--- src/mlfd_pkg.sv ---
// shared types and constants for the magic-length frame deframer
`default_nettype none
package mlfd_pkg;

  localparam int unsigned QUEUE_DEPTH = 4;
  localparam int unsigned CFG_ADDR_W  = 4;
  localparam int unsigned CFG_DATA_W  = 32;

  // register indexes on the configuration port (byte address / 4)
  localparam logic [1:0] REG_SYNC_FIRST  = 2'd0;
  localparam logic [1:0] REG_SYNC_SECOND = 2'd1;
  localparam logic [1:0] REG_MAX_LEN     = 2'd2;

  localparam logic [7:0]  SYNC_FIRST_RST  = 8'hAA;
  localparam logic [7:0]  SYNC_SECOND_RST = 8'h55;
  localparam logic [15:0] MAX_LEN_RST     = 16'd252;

  typedef enum logic {
    KIND_PAYLOAD = 1'b0,
    KIND_REJECT  = 1'b1
  } kind_t;

  typedef enum logic [2:0] {
    PH_SYNC1   = 3'd0,
    PH_SYNC2   = 3'd1,
    PH_LEN_HI  = 3'd2,
    PH_LEN_LO  = 3'd3,
    PH_PAYLOAD = 3'd4,
    PH_DISCARD = 3'd5
  } phase_t;

  typedef struct packed {
    kind_t       kind;
    logic [7:0]  data;
    logic [15:0] index;
    logic [15:0] length;
    logic        last;
  } result_t;

  typedef struct packed {
    logic    valid;
    result_t res;
  } res_word_t;

endpackage
`default_nettype wire

--- src/mlfd_front.sv ---
// front end: sync hunt, header parse and classification of each received byte
`default_nettype none
module mlfd_front
  import mlfd_pkg::*;
(
  input  wire logic        clk,
  input  wire logic        rst_n,
  input  wire logic        accept,
  input  wire logic [7:0]  rx_byte,
  input  wire logic [7:0]  sync_first,
  input  wire logic [7:0]  sync_second,
  input  wire logic [15:0] max_len,
  output res_word_t        word
);

  phase_t      phase_r, phase_nxt;
  logic [15:0] hlen_r, hlen_nxt;
  logic [15:0] cnt_r, cnt_nxt;

  always_ff @(posedge clk) begin
    if (!rst_n) begin
      phase_r <= PH_SYNC1;
      hlen_r  <= '0;
      cnt_r   <= '0;
    end else if (accept) begin
      phase_r <= phase_nxt;
      hlen_r  <= hlen_nxt;
      cnt_r   <= cnt_nxt;
    end
  end

  logic [15:0] len_full;
  logic [16:0] cnt_inc;

  assign len_full = {hlen_r[15:8], rx_byte};
  assign cnt_inc  = {1'b0, cnt_r} + 17'd1;

  always_comb begin
    phase_nxt       = PH_SYNC1;
    hlen_nxt        = hlen_r;
    cnt_nxt         = cnt_r;
    word.valid      = 1'b0;
    word.res.kind   = KIND_PAYLOAD;
    word.res.data   = 8'd0;
    word.res.index  = 16'd0;
    word.res.length = hlen_r;
    word.res.last   = 1'b0;
    unique case (phase_r)
      PH_SYNC1: begin
        phase_nxt = (rx_byte == sync_first) ? PH_SYNC2 : PH_SYNC1;
      end
      PH_SYNC2: begin
        // a mismatch is dropped, not retried as a first sync byte
        phase_nxt = (rx_byte == sync_second) ? PH_LEN_HI : PH_SYNC1;
      end
      PH_LEN_HI: begin
        hlen_nxt  = {rx_byte, 8'd0};
        phase_nxt = PH_LEN_LO;
      end
      PH_LEN_LO: begin
        hlen_nxt = len_full;
        cnt_nxt  = 16'd0;
        if (len_full == 16'd0) begin
          phase_nxt = PH_DISCARD;
        end else if (len_full > max_len) begin
          phase_nxt       = PH_SYNC1;
          word.valid      = accept;
          word.res.kind   = KIND_REJECT;
          word.res.length = len_full;
        end else begin
          phase_nxt = PH_PAYLOAD;
        end
      end
      PH_PAYLOAD: begin
        cnt_nxt        = cnt_inc[15:0];
        word.valid     = accept;
        word.res.data  = rx_byte;
        word.res.index = cnt_r;
        word.res.last  = cnt_inc >= {1'b0, hlen_r};
        phase_nxt      = word.res.last ? PH_SYNC1 : PH_PAYLOAD;
      end
      PH_DISCARD: begin
        phase_nxt = PH_SYNC1;
      end
      default: begin
        phase_nxt = (rx_byte == sync_first) ? PH_SYNC2 : PH_SYNC1;
      end
    endcase
  end

endmodule
`default_nettype wire

--- src/mlfd_queue.sv ---
// short queue of result words between front and back
`default_nettype none
module mlfd_queue
  import mlfd_pkg::*;
#(
  parameter int unsigned DEPTH = QUEUE_DEPTH
) (
  input  wire logic      clk,
  input  wire logic      rst_n,
  input  wire res_word_t wr_word,
  output logic           full,
  input  wire logic      rd_take,
  output res_word_t      rd_word
);

  localparam int unsigned PTR_W = (DEPTH > 1) ? $clog2(DEPTH) : 1;
  localparam int unsigned CNT_W = $clog2(DEPTH + 1);
  localparam logic [PTR_W-1:0] PTR_LAST = PTR_W'(DEPTH - 1);
  localparam logic [CNT_W-1:0] CNT_FULL = CNT_W'(DEPTH);

  result_t          mem_r [DEPTH];
  logic [PTR_W-1:0] wp_r, rp_r;
  logic [CNT_W-1:0] cnt_r, cnt_nxt;
  logic             do_wr, do_rd;

  assign full          = (cnt_r == CNT_FULL);
  assign do_wr         = wr_word.valid && !full;
  assign do_rd         = rd_take && (cnt_r != '0);
  assign rd_word.valid = (cnt_r != '0);
  assign rd_word.res   = mem_r[rp_r];

  always_comb begin
    cnt_nxt = cnt_r;
    if (do_wr && !do_rd) begin
      cnt_nxt = cnt_r + CNT_W'(1);
    end else if (do_rd && !do_wr) begin
      cnt_nxt = cnt_r - CNT_W'(1);
    end
  end

  always_ff @(posedge clk) begin
    if (!rst_n) begin
      wp_r  <= '0;
      rp_r  <= '0;
      cnt_r <= '0;
    end else begin
      cnt_r <= cnt_nxt;
      if (do_wr) begin
        wp_r <= (wp_r == PTR_LAST) ? '0 : wp_r + PTR_W'(1);
      end
      if (do_rd) begin
        rp_r <= (rp_r == PTR_LAST) ? '0 : rp_r + PTR_W'(1);
      end
    end
  end

  always_ff @(posedge clk) begin
    if (do_wr) begin
      mem_r[wp_r] <= wr_word.res;
    end
  end

endmodule
`default_nettype wire

--- src/mlfd_back.sv ---
// back end: output register that drains the queue and presents one result word
`default_nettype none
module mlfd_back
  import mlfd_pkg::*;
(
  input  wire logic      clk,
  input  wire logic      rst_n,
  input  wire res_word_t q_word,
  output logic           q_take,
  input  wire logic      pop,
  output logic           empty,
  output result_t        res
);

  logic    valid_r, valid_nxt;
  result_t res_r;

  // refill whenever the output slot is free or being taken this cycle
  assign q_take    = q_word.valid && (!valid_r || pop);
  assign valid_nxt = q_take || (valid_r && !pop);

  always_ff @(posedge clk) begin
    if (!rst_n) begin
      valid_r <= 1'b0;
    end else begin
      valid_r <= valid_nxt;
    end
  end

  always_ff @(posedge clk) begin
    if (q_take) begin
      res_r <= q_word.res;
    end
  end

  assign empty = !valid_r;
  assign res   = res_r;

endmodule
`default_nettype wire

--- src/magic_length_frame_deframer.sv ---
// top level of the sync-word, length-prefixed frame deframer
//
// Input: one received byte per word on in_rx_byte, taken when push is high
// and full is low. The parser hunts for the two sync bytes, reads a
// big-endian 16-bit length and streams the payload out byte by byte.
// Output: empty low means a result word is on the out_ ports; pop takes it.
// Each payload byte yields one word with its index, the frame length and a
// last flag; a length above the maximum yields one reject word.
// Throughput is one byte per cycle while full is low. A result reaches
// the outputs through the queue write and then the output register.
// When pop stays low the results fill the output register and the queue
// behind it; full rises once the queue holds QDEPTH words and bytes then
// wait at the input. Bytes that give no result are only held off while
// full is high.
// Reset (rst_n low, synchronous) returns the parser to hunting, empties
// the queue and loads the register defaults 0xAA, 0x55 and 252.
// Registers sit on the APB port at byte addresses 0, 4 and 8 and must be
// written only while the block is idle; the block does not enforce this.
`default_nettype none
module magic_length_frame_deframer
  import mlfd_pkg::*;
#(
  parameter int unsigned QDEPTH = QUEUE_DEPTH
) (
  input  wire logic                  clk,
  input  wire logic                  rst_n,
  input  wire logic                  push,
  output logic                       full,
  input  wire logic [7:0]            in_rx_byte,
  output logic                       empty,
  input  wire logic                  pop,
  output logic                       out_result_kind,
  output logic [7:0]                 out_payload_byte,
  output logic [15:0]                out_payload_index,
  output logic [15:0]                out_frame_length,
  output logic                       out_last_of_frame,
  input  wire logic                  psel,
  input  wire logic                  penable,
  input  wire logic                  pwrite,
  input  wire logic [CFG_ADDR_W-1:0] paddr,
  input  wire logic [CFG_DATA_W-1:0] pwdata,
  output logic [CFG_DATA_W-1:0]      prdata,
  output logic                       pready
);

  logic [7:0]  sync_first_r, sync_second_r;
  logic [15:0] max_len_r;
  logic [1:0]  reg_idx;
  logic        cfg_wr;

  assign pready  = 1'b1;
  assign reg_idx = paddr[CFG_ADDR_W-1:2];
  assign cfg_wr  = psel && penable && pwrite && pready;

  always_ff @(posedge clk) begin
    if (!rst_n) begin
      sync_first_r  <= SYNC_FIRST_RST;
      sync_second_r <= SYNC_SECOND_RST;
      max_len_r     <= MAX_LEN_RST;
    end else if (cfg_wr) begin
      unique case (reg_idx)
        REG_SYNC_FIRST:  sync_first_r  <= pwdata[7:0];
        REG_SYNC_SECOND: sync_second_r <= pwdata[7:0];
        REG_MAX_LEN:     max_len_r     <= pwdata[15:0];
        default: ;
      endcase
    end
  end

  always_comb begin
    unique case (reg_idx)
      REG_SYNC_FIRST:  prdata = {24'd0, sync_first_r};
      REG_SYNC_SECOND: prdata = {24'd0, sync_second_r};
      REG_MAX_LEN:     prdata = {16'd0, max_len_r};
      default:         prdata = '0;
    endcase
  end

  res_word_t front_word, q_word;
  logic      q_full, q_take, accept;
  result_t   res;

  assign full   = q_full;
  assign accept = push && !q_full;

  mlfd_front u_front (
    .clk         (clk),
    .rst_n       (rst_n),
    .accept      (accept),
    .rx_byte     (in_rx_byte),
    .sync_first  (sync_first_r),
    .sync_second (sync_second_r),
    .max_len     (max_len_r),
    .word        (front_word)
  );

  mlfd_queue #(
    .DEPTH (QDEPTH)
  ) u_queue (
    .clk     (clk),
    .rst_n   (rst_n),
    .wr_word (front_word),
    .full    (q_full),
    .rd_take (q_take),
    .rd_word (q_word)
  );

  mlfd_back u_back (
    .clk    (clk),
    .rst_n  (rst_n),
    .q_word (q_word),
    .q_take (q_take),
    .pop    (pop),
    .empty  (empty),
    .res    (res)
  );

  assign out_result_kind   = res.kind;
  assign out_payload_byte  = res.data;
  assign out_payload_index = res.index;
  assign out_frame_length  = res.length;
  assign out_last_of_frame = res.last;

endmodule
`default_nettype wire

--- config.mk ---
export PLATFORM = sky130hd
export DESIGN_NAME = magic_length_frame_deframer
export DESIGN_NICKNAME = d
export VERILOG_FILES = /design/src/mlfd_pkg.sv /design/src/mlfd_front.sv /design/src/mlfd_queue.sv /design/src/mlfd_back.sv /design/src/magic_length_frame_deframer.sv
export SDC_FILE = /design/constraint.sdc
export NUM_CORES = 1
export LEC_CHECK = 0
export BUFFER_PORTS_ARGS = -buffer_cell sky130_fd_sc_hd__buf_2
export CAP_MARGIN = 5
export CELL_PAD_IN_SITES_DETAIL_PLACEMENT = 2
export CELL_PAD_IN_SITES_GLOBAL_PLACEMENT = 2
export CORE_MARGIN = 2
export CORE_UTILIZATION = 42
export CTS_CLUSTER_DIAMETER = 200
export CTS_CLUSTER_SIZE = 12
export DETAILED_ROUTE_END_ITERATION = 7
export GPL_TIMING_DRIVEN = 0
export PLACE_DENSITY = 0.84
export RECOVER_POWER = 100
export SYNTH_ARGS = -nofsm -noshare
export SYNTH_HDL_FRONTEND = slang
export SYNTH_HIERARCHICAL = 1
export SYNTH_SLANG_ARGS = --single-unit
--- constraint.sdc ---
create_clock -name clk -period 5 [get_ports clk]
set_clock_uncertainty 0.15 [all_clocks]
set_input_delay 0.5 -clock clk [delete_from_list [all_inputs] [get_ports clk]]
set_output_delay 0.5 -clock clk [all_outputs]
set_load 0.02 [all_outputs]
==> parameters.txt, run 1 <==
Parameter                              Value

Critical path
  Maximum fanout along the worst path ... 34
  Cell family with most CP delay ... simple AND/OR/NAND/NOR gates
  Internal reg-to-reg setup slack ... 650 ps
  CP Cell Sequence ... nor3b_1 -> nor2b_1 -> clkbuf_1 -> o21ai_2 -> clkbuf_1 -> a21oi_1 -> nor2b_1 -> buf_2 -> and2_0 -> buf_12
  R2R Path End ... u_queue/mem_r[0][11]
  Worst Reg2Reg Path Length in Cells ... 10
  Required @ worst endpoint ... about 5000 ps
  Critical register-to-register path startpoint ... u_queue/cnt_r[0]
  Slowest stage cell, crit path ... sky130_fd_sc_hd__and2_0
  Crit end category ... flip-flop
  Crit start category ... flip-flop
  Setup CP Type ... flip-flop to flip-flop
  CP Data Arrival Time ... around 4400 ps
  Delay of the slowest critical-path stage ... 810 ps
  WP buf/inv ... 4

Clocking
  H-Tree Level Count ... 1
  Clock tree from TritonCTS ... yes
  Total clock buffers created by CTS ... 27
  CTS root buf ... sky130_fd_sc_hd__clkbuf_16
  Clk buf depth ... 3
  Number of clock sinks ... approximately 290
  Number of buffers inserted for hold repair after clock tree synthesis ... 0
  Post-cts repair resize count ... 0
  Clock Pin Slew Worst Setup and Hold Paths ... 60 ps
  Post-CTS Setup Inserts ... 0
  Worst skew pair latency ... 560 ps

Global routing
  Number of antenna violations at the first check in global routing ... 1
  Global Route met2 Usage ... 0.432
  Wire length of the first global-routing pass ... 55000 um
  Largest net degree at the start of global routing ... 35
  Met1 usage ... 0.274
  Met3 routing resource usage after global routing ... 0.0360
  GR peak layer ... met2
  Via count of the first global-routing pass ... 9016
  Grt total ovfl ... 0
  Total routing usage reported by global routing ... 0.234

Timing
  Max-slew headroom ... -0.570
  Slew of the pin with the lowest slew margin ... 2350 ps
  Post-layout minimum cycle time ... 4350 ps
  Final worst path period share ... 0.869
  Peak clock frequency supported by timing ... 230 MHz
  Final hold violation count ... 0
  Final slew viol count ... 34
  Setup TNS after final layout ... 0 ps
  Setup repair after global routing missed its margin ... no
  Final setup viols ... 0

Yosys
  Number of distinct standard cells referenced by the synthesized netlist ... 63
  Syn_area_per_cell ... between 10 and 15 um2
  Area of the mapped netlist ... 12800 um2
  Post-synthesis adder-cell area fraction ... 0.0407
  Share of async-settable or async-resettable flops after synthesis ... 0
  Predominant post-synthesis flop cell ... sky130_fd_sc_hd__edfxtp_1
  Post-synthesis compound-gate area fraction ... 0.0472
  Number of enable-type register cells in the synthesized netlist ... 210
  Post-Synth XOR/XNOR Area ... 0.0219
  Number of instances in the synthesized netlist ... 919
  Mux contribution to synthesized area ... 0.115
  Simple-gate share of the synthesized area ... 0.110
  Sequential cell area fraction in the yosys report ... 0.614
  Dominant combinational cell family by area after synthesis ... multiplexers
  Register bit count reported by yosys ... 287
  Number of warnings issued by yosys ... 6

Floorplanning
  Floorplan row count ... 63
  Placeable Area ... 29800 um2
  Height of the die ... 178 um
  Boundary pin count ... 128
  Initial Util ... 0.429
  Die Width ... 178 um
  Die ar. ... about 32000 um2

Run status
  Result of the run ... complete, but fails checks
  Violations in the final reports ... capacitance limit, slew limit

Power and ir drop
  Static Leak ... 0.00507 uW
  IR drop worst, VDD ... 0.247 mV
  Areal power density over the cells ... 315 nW/um2

Detailed routing
  Overall routed net length ... 36100 um
  Remaining number of nets flagged by the antenna check after routing ... 0
  Initial DRT Pass Iterations ... 5
  Number of DRC violations after detailed routing ... 0
  Number of design-rule violations left by the first detailed-router iteration ... 379
  Post-detailed-route wirelength per cell ... between 20 and 25 um
  Number of vias per cell ... approximately 5.5
  Vias post-DR ... 8014

Final layout
  Most common cell after layout, fill and taps aside ... sky130_fd_sc_hd__edfxtp_1
  P&R area growth vs syn ... 13.5%
  Post-route standard cell area excluding fillers ... 14500 um2
  Layout net count ... 1150
  Most frequent cells in the layout ... 210 x sky130_fd_sc_hd__edfxtp_1, 114 x sky130_fd_sc_hd__clkbuf_1, 77 x sky130_fd_sc_hd__dfxtp_1
  Layout cell share with drive strength beyond 1 ... 0.145
  Antenna cells ... 0

Place
  Gpl congestion ... 0.791
  Area of placed instances ... 13900 um2
  Input/output buffers ... 90
  Detailed placement HPWL ... 25800 um

Hold path
  Hold Crit Start ... pwdata[11]
  Hold EP ... max_len_r[11]
  Number of stages on the worst hold path ... 3
  Class of the most critical hold timing path ... primary input to flip-flop

Job
  Reported max-cap violation count ... 1
[cell usage after synthesis (3+ instances only)]
cell                         n  area, um2
sky130_fd_sc_hd__nand4_1    13       81.3
sky130_fd_sc_hd__mux2_2      8       90.1
sky130_fd_sc_hd__mux4_2     40        901
sky130_fd_sc_hd__nor3b_1     3       22.5
sky130_fd_sc_hd__xnor2_1    17        149
sky130_fd_sc_hd__o21ai_0    23        115
sky130_fd_sc_hd__a21o_1      5       37.5
sky130_fd_sc_hd__a21oi_1    26        130
sky130_fd_sc_hd__buf_12      4       80.1
sky130_fd_sc_hd__nand3_1    22        110
sky130_fd_sc_hd__o31ai_1     4       30.0
sky130_fd_sc_hd__nor2_1     23       86.3
sky130_fd_sc_hd__dfxtp_1    77       1540
sky130_fd_sc_hd__buf_2      15       75.1
sky130_fd_sc_hd__clkbuf_1   23       86.3
sky130_fd_sc_hd__nand2_1    71        267
sky130_fd_sc_hd__and2_1     41        257
sky130_fd_sc_hd__ha_1       40        500
sky130_fd_sc_hd__inv_1      43        161
sky130_fd_sc_hd__a21boi_0   12       90.1
sky130_fd_sc_hd__o21a_1      3       22.5
sky130_fd_sc_hd__clkbuf_2    3       15.0
sky130_fd_sc_hd__nor2b_1    43        269
sky130_fd_sc_hd__edfxtp_1  210       6310
sky130_fd_sc_hd__xor2_1     15        131
sky130_fd_sc_hd__a22oi_1     8       60.1
sky130_fd_sc_hd__mux2i_1    42        420
sky130_fd_sc_hd__buf_4      27        203
sky130_fd_sc_hd__nor3_1      7       35.0
sky130_fd_sc_hd__nor4_1      7       43.8
sky130_fd_sc_hd__or3_1       5       31.3
[layout make-up]
cell class	count	area (um2)
fillers	2933	15300
flip-flops and latches	287	7850
multi-input cells	530	4310
clock buffers	49	758
well taps	390	488
repair buffers	95	467
plain buffers	74	444
inverters	43	161
clock inverters	1	20.0
[worst register-to-register path, delay by kind of cell (launching register included)]
family	cells	cell delay, ps
buffers and inverters	4	1390
AND/OR/NAND/NOR	4	1490
AO/OA/AOI/OAI	2	520
flip-flops	1	460
[where the power goes]
group	switching [uW]	leakage [uW]	internal (uW)	total (uW)
Sequential	3.36	0.00253	2520	2530
Combinational	91.3	0.00218	52.4	144
Clock	881	0.000368	1020	1900
Total	976	0.00507	3600	4570
[layer usage]
layer  share of wire  routed length, um
met3           0.047               1710
met4           0.037               1340
met1            0.39              14100
met5         0.00033                 12
met2            0.53              18900
[kinds of logic (layout without fill, tap and decap cells)]
kind of cell / count (synthesis) / count (layout)
AOI/OAI and AO/OA: 95 / 95
xor gates and xnor gates: 32 / 32
adders and majority gates: 41 / 41
buffers and inverters: 117 / 262
DFF: 287 / 287
muxes: 92 / 92
other: 2 / 17
and+or+nand+nor: 253 / 253
[sequential cells by signal (all words and copies together), names as in the netlist, named ones only]
register	count
u_front/hlen_r	16
sync_first_r	8
u_back/res	42
u_queue/mem_r	168
u_queue/wp_r	2
u_back/valid_r	1
u_queue/rp_r	2
sync_second_r	8
u_front/cnt_r	16
u_queue/cnt_r	3
max_len_r	16
u_front/phase_r	3
[worst max-delay path by stage]
stage                                 from                   end  slack, ps  depth (start not counted)
final                     u_queue/cnt_r[0]  u_queue/mem_r[0][11]        650                         10
after global placement    u_queue/cnt_r[0]      u_queue/cnt_r[2]       -680                          9
after CTS                 u_queue/cnt_r[0]      u_queue/cnt_r[2]        920                         14
after global routing      u_queue/cnt_r[0]  u_queue/mem_r[0][11]        350                         10
after detailed placement              push      u_queue/cnt_r[2]       1030                         14
after floorplan           u_queue/cnt_r[0]      u_queue/cnt_r[2]        730                          9
[stage by stage]
stage	setup slack, ps	hold WS [ps]	instances	total power [uW]	utilization
after floorplan	733	293	934	2670	-
after global placement	-677	312	1414	2720	0.462
after detailed placement	1030	320	1419	2720	0.466
after CTS	917	25.5	1469	4620	0.492
after global routing	353	41.3	1469	4700	0.487
final	654	45.2	1469	4570	0.487
No activity file was read; power rests on OpenSTA's default activity.
==> inputs of run 2 (changes only) <==
- CTS_BUF_LIST: not set -> sky130_fd_sc_hd__clkbuf_4 sky130_fd_sc_hd__clkbuf_8 sky130_fd_sc_hd__clkbuf_16
- SYNTH_HIERARCHICAL: 1 -> not set
==> parameters.txt, run 2 <==
Parameter                              Value

Critical path
  CP Data Arrival Time ... 4510 ps (+80 ps)
  Maximum fanout along the worst path ... 6 (-82%)
  WP buf/inv ... 1 (-3)
  Required @ worst endpoint ... 5120 ps (+40 ps)
  Critical Path Stages ... 13 (+3)
  Crit start category ... flip-flop
  Slowest stage cell, crit path ... sky130_fd_sc_hd__nor4_1
  Worst Reg2Reg Path Length in Cells ... 13 (+3)
  Delay of the slowest critical-path stage ... 550 ps (-260 ps)
  CP Cell Sequence ... ha_1 -> nand2_1 -> nor4_1 -> and2_0 -> clkbuf_1 -> nand3_1 -> xnor2_1 -> ha_1 -> a21o_1 -> a21o_1 -> a221oi_1 -> nand3_1 -> and2_0
  Cell family with most CP delay ... simple AND/OR/NAND/NOR gates
  Setup CP Type ... flip-flop to flip-flop
  Crit end category ... flip-flop

Detailed routing
  Detailed route wirelength on metal3 ... 1840 um (+7.8%)
  Vias post-DR ... 7930 (-1.0%)
  Post-detailed-route wirelength per cell ... 25.5 um (+3.7%)
  Number of vias per cell ... 5.48 (+0.39%)
  Number of DRC violations after detailed routing ... 0 (unchanged)
  Highest Signal Layer ... met4
  Met2 layer wire length in the routed design ... 18900 um (-0.29%)
  Remaining number of nets flagged by the antenna check after routing ... 0 (unchanged)
  Initial DRT Pass Iterations ... 5 (unchanged)
  Overall routed net length ... 36900 um (+2.3%)
  Number of design-rule violations left by the first detailed-router iteration ... 445 (+17%)
  M1 WL ... 15000 um (+6.5%)

Yosys
  Cell accounting for the most synthesized area ... sky130_fd_sc_hd__edfxtp_1
  Number of distinct standard cells referenced by the synthesized netlist ... 58 (-7.9%)
  Share of async-settable or async-resettable flops after synthesis ... 0 (unchanged)
  Register bit count reported by yosys ... 285 (-0.70%)
  Sequential cell area fraction in the yosys report ... 0.627 (+0.0123)
  Leading cell types by count after synthesis ... 210 x sky130_fd_sc_hd__edfxtp_1, 75 x sky130_fd_sc_hd__dfxtp_1, 72 x sky130_fd_sc_hd__nand2_1
  Area of the mapped netlist ... 12500 um2 (-2.5%)
  Number of enable-type register cells in the synthesized netlist ... 210 (unchanged)
  Syn_area_per_cell ... 13.9 um2 (about the same)
  Top-count cell post-synth ... sky130_fd_sc_hd__edfxtp_1
  Area contributors post-synth ... sky130_fd_sc_hd__edfxtp_1 51%, sky130_fd_sc_hd__dfxtp_1 12%, sky130_fd_sc_hd__mux4_2 7.6%
  Number of instances in the synthesized netlist ... 897 (-2.4%)
  Number of warnings issued by yosys ... 0 (-6)
  Post-synth top area share ... 0.506 (+0.0124)
  Predominant post-synthesis flop cell ... sky130_fd_sc_hd__edfxtp_1

Floorplanning
  Height of the die ... 176 um (-1.2%)
  Initial Util ... 0.424 (-0.00493)
  Die ar. ... 31100 um2 (-2.4%)
  Placeable Area ... 29400 um2 (-1.3%)
  Boundary pin count ... 128 (unchanged)
  Die Width ... 176 um (-1.2%)
  Floorplan row count ... 63 (unchanged)

Hold path
  Class of the most critical hold timing path ... primary input to flip-flop
  Number of stages on the worst hold path ... 3 (unchanged)

Clocking
  H-Tree Level Count ... 1 (unchanged)
  Post-CTS Setup Inserts ... 0 (unchanged)
  Post-cts repair resize count ... 0 (unchanged)
  Worst skew pair latency ... 550 ps (about the same)
  Clk buf depth ... 3 (unchanged)
  Clock tree from TritonCTS ... yes
  Number of buffers inserted for hold repair after clock tree synthesis ... 0 (unchanged)
  Total clock buffers created by CTS ... 27 (unchanged)
  CTS root buf ... sky130_fd_sc_hd__clkbuf_16
  Number of clock sinks ... 285 (-0.70%)
  Clock Pin Slew Worst Setup and Hold Paths ... 70 ps (about the same)

Global routing
  Wire length of the first global-routing pass ... 55800 um (+1.5%)
  Total routing usage reported by global routing ... 0.242 (+0.00748)
  Grt total ovfl ... 0 (unchanged)
  Largest net degree at the start of global routing ... 32 (-8.6%)
  Number of antenna violations at the first check in global routing ... 0 (-1)
  Via count of the first global-routing pass ... 8881 (-1.5%)

Timing
  Final setup viols ... 0 (unchanged)
  Final worst path period share ... 0.878 (+0.00868)
  Slew of the pin with the lowest slew margin ... 2010 ps (-347 ps)
  Peak clock frequency supported by timing ... 228 MHz (-0.99%)
  Smallest hold slack ... 51.7 ps (+6.55 ps)
  Final hold violation count ... 0 (unchanged)
  Setup repair after global routing missed its margin ... no
  Post-layout minimum cycle time ... 4390 ps (+43.4 ps)
  Final slew viol count ... 67 (+97%)
  Max-slew headroom ... -0.338 (+0.232)

Power and ir drop
  IR drop worst, VDD ... 0.245 mV (-0.68%)
  Static Leak ... 0.00521 uW (+2.7%)
  Areal power density over the cells ... 428 nW/um2 (+36%)
  Final total power ... 6080 uW (+33%)

Place
  Detailed placement HPWL ... 25300 um (-1.8%)
  Gpl congestion ... 0.800 (+1.2%)
  Input/output buffers ... 90 (unchanged)

Job
  Reported max-cap violation count ... 4 (+3)

Run status
  Result of the run ... complete, but fails checks
  Violations in the final reports ... capacitance limit, slew limit

Final layout
  Most common cell after layout, fill and taps aside ... sky130_fd_sc_hd__edfxtp_1
  Layout cell share with drive strength beyond 1 ... 0.158 (+0.0134)
  Flip-flop count of the largest register after layout ... 168 (unchanged)
  Reg area ... 7810 um2 (-0.51%)
  Footprint of the multi-input gates ... 4130 um2 (-4.2%)
  P&R area growth vs syn ... 14.1%
  Register with the most flip-flops ... u_queue.mem_r
  Filler cell count ... 2916 (-0.58%)
  Most frequent cells in the layout ... 210 x sky130_fd_sc_hd__edfxtp_1, 96 x sky130_fd_sc_hd__clkbuf_1, 75 x sky130_fd_sc_hd__dfxtp_1
  Layout net count ... 1127 (-2.0%)
[run 2: final timing paths]
path                    endpoint  slack, ps              from
max          u_queue.mem_r[3][0]        610  u_front.cnt_r[0]
min                max_len_r[12]         50        pwdata[12]
min reg2reg        max_len_r[14]        330     max_len_r[14]
max reg2reg  u_queue.mem_r[3][0]        610  u_front.cnt_r[0]
[run 2: final cells by class]
cell class | instances | area share
flip-flops and latches | 285 | 0.549
multi-input cells | 519 | 0.290
clock buffers | 48 | 0.0586
well taps | 390 | 0.0343
repair buffers | 95 | 0.0328
plain buffers | 67 | 0.0230
inverters | 41 | 0.0108
clock inverters | 2 | 0.000968
diodes | 1 | 0.000176
[run 2: stage by stage]
stage,cell area (um2),TNS [ps],utilization,setup slack [ps],std cells
finish,14200,0,0.484,611,1448
detailed placement,13600,0,0.462,1170,1397
global route,14200,0,0.484,444,1447
floorplan,12500,0,-,711,912
global placement,13500,-3580,0.458,-1180,1392
CTS,14400,0,0.490,1030,1447
[run 2: worst min-delay path: stages]
cell,delay [ps]
sky130_fd_sc_hd__buf_2,100
sky130_fd_sc_hd__nand2_1,40
sky130_fd_sc_hd__a21boi_0,60
[run 2: power breakdown]
| part | switching (uW) | leakage (uW) | internal, uW |
|---|---|---|---|
| clock | 895 | 0.000438 | 1130 |
| combinational | 799 | 0.00199 | 363 |
| sequential | 87.2 | 0.00278 | 2810 |
[run 2: cells by family (layout without fill, tap and decap cells)]
group,count (synthesis),count (layout),share of synthesized area
adders and majority gates,40,40,0.0408
muxes,70,70,0.102
AOI/OAI and AO/OA,123,123,0.0637
other,2,18,0.000603
DFF,285,285,0.627
and+or+nand+nor,237,237,0.104
xor gates and xnor gates,32,32,0.0225
buffers and inverters,108,253,0.0405
[run 2: metal layers]
layer  vias up  track usage
li1       3546            -
met1      4063        0.299
met2       244        0.434
met3        77       0.0338
met4         0       0.0820
met5         -            0
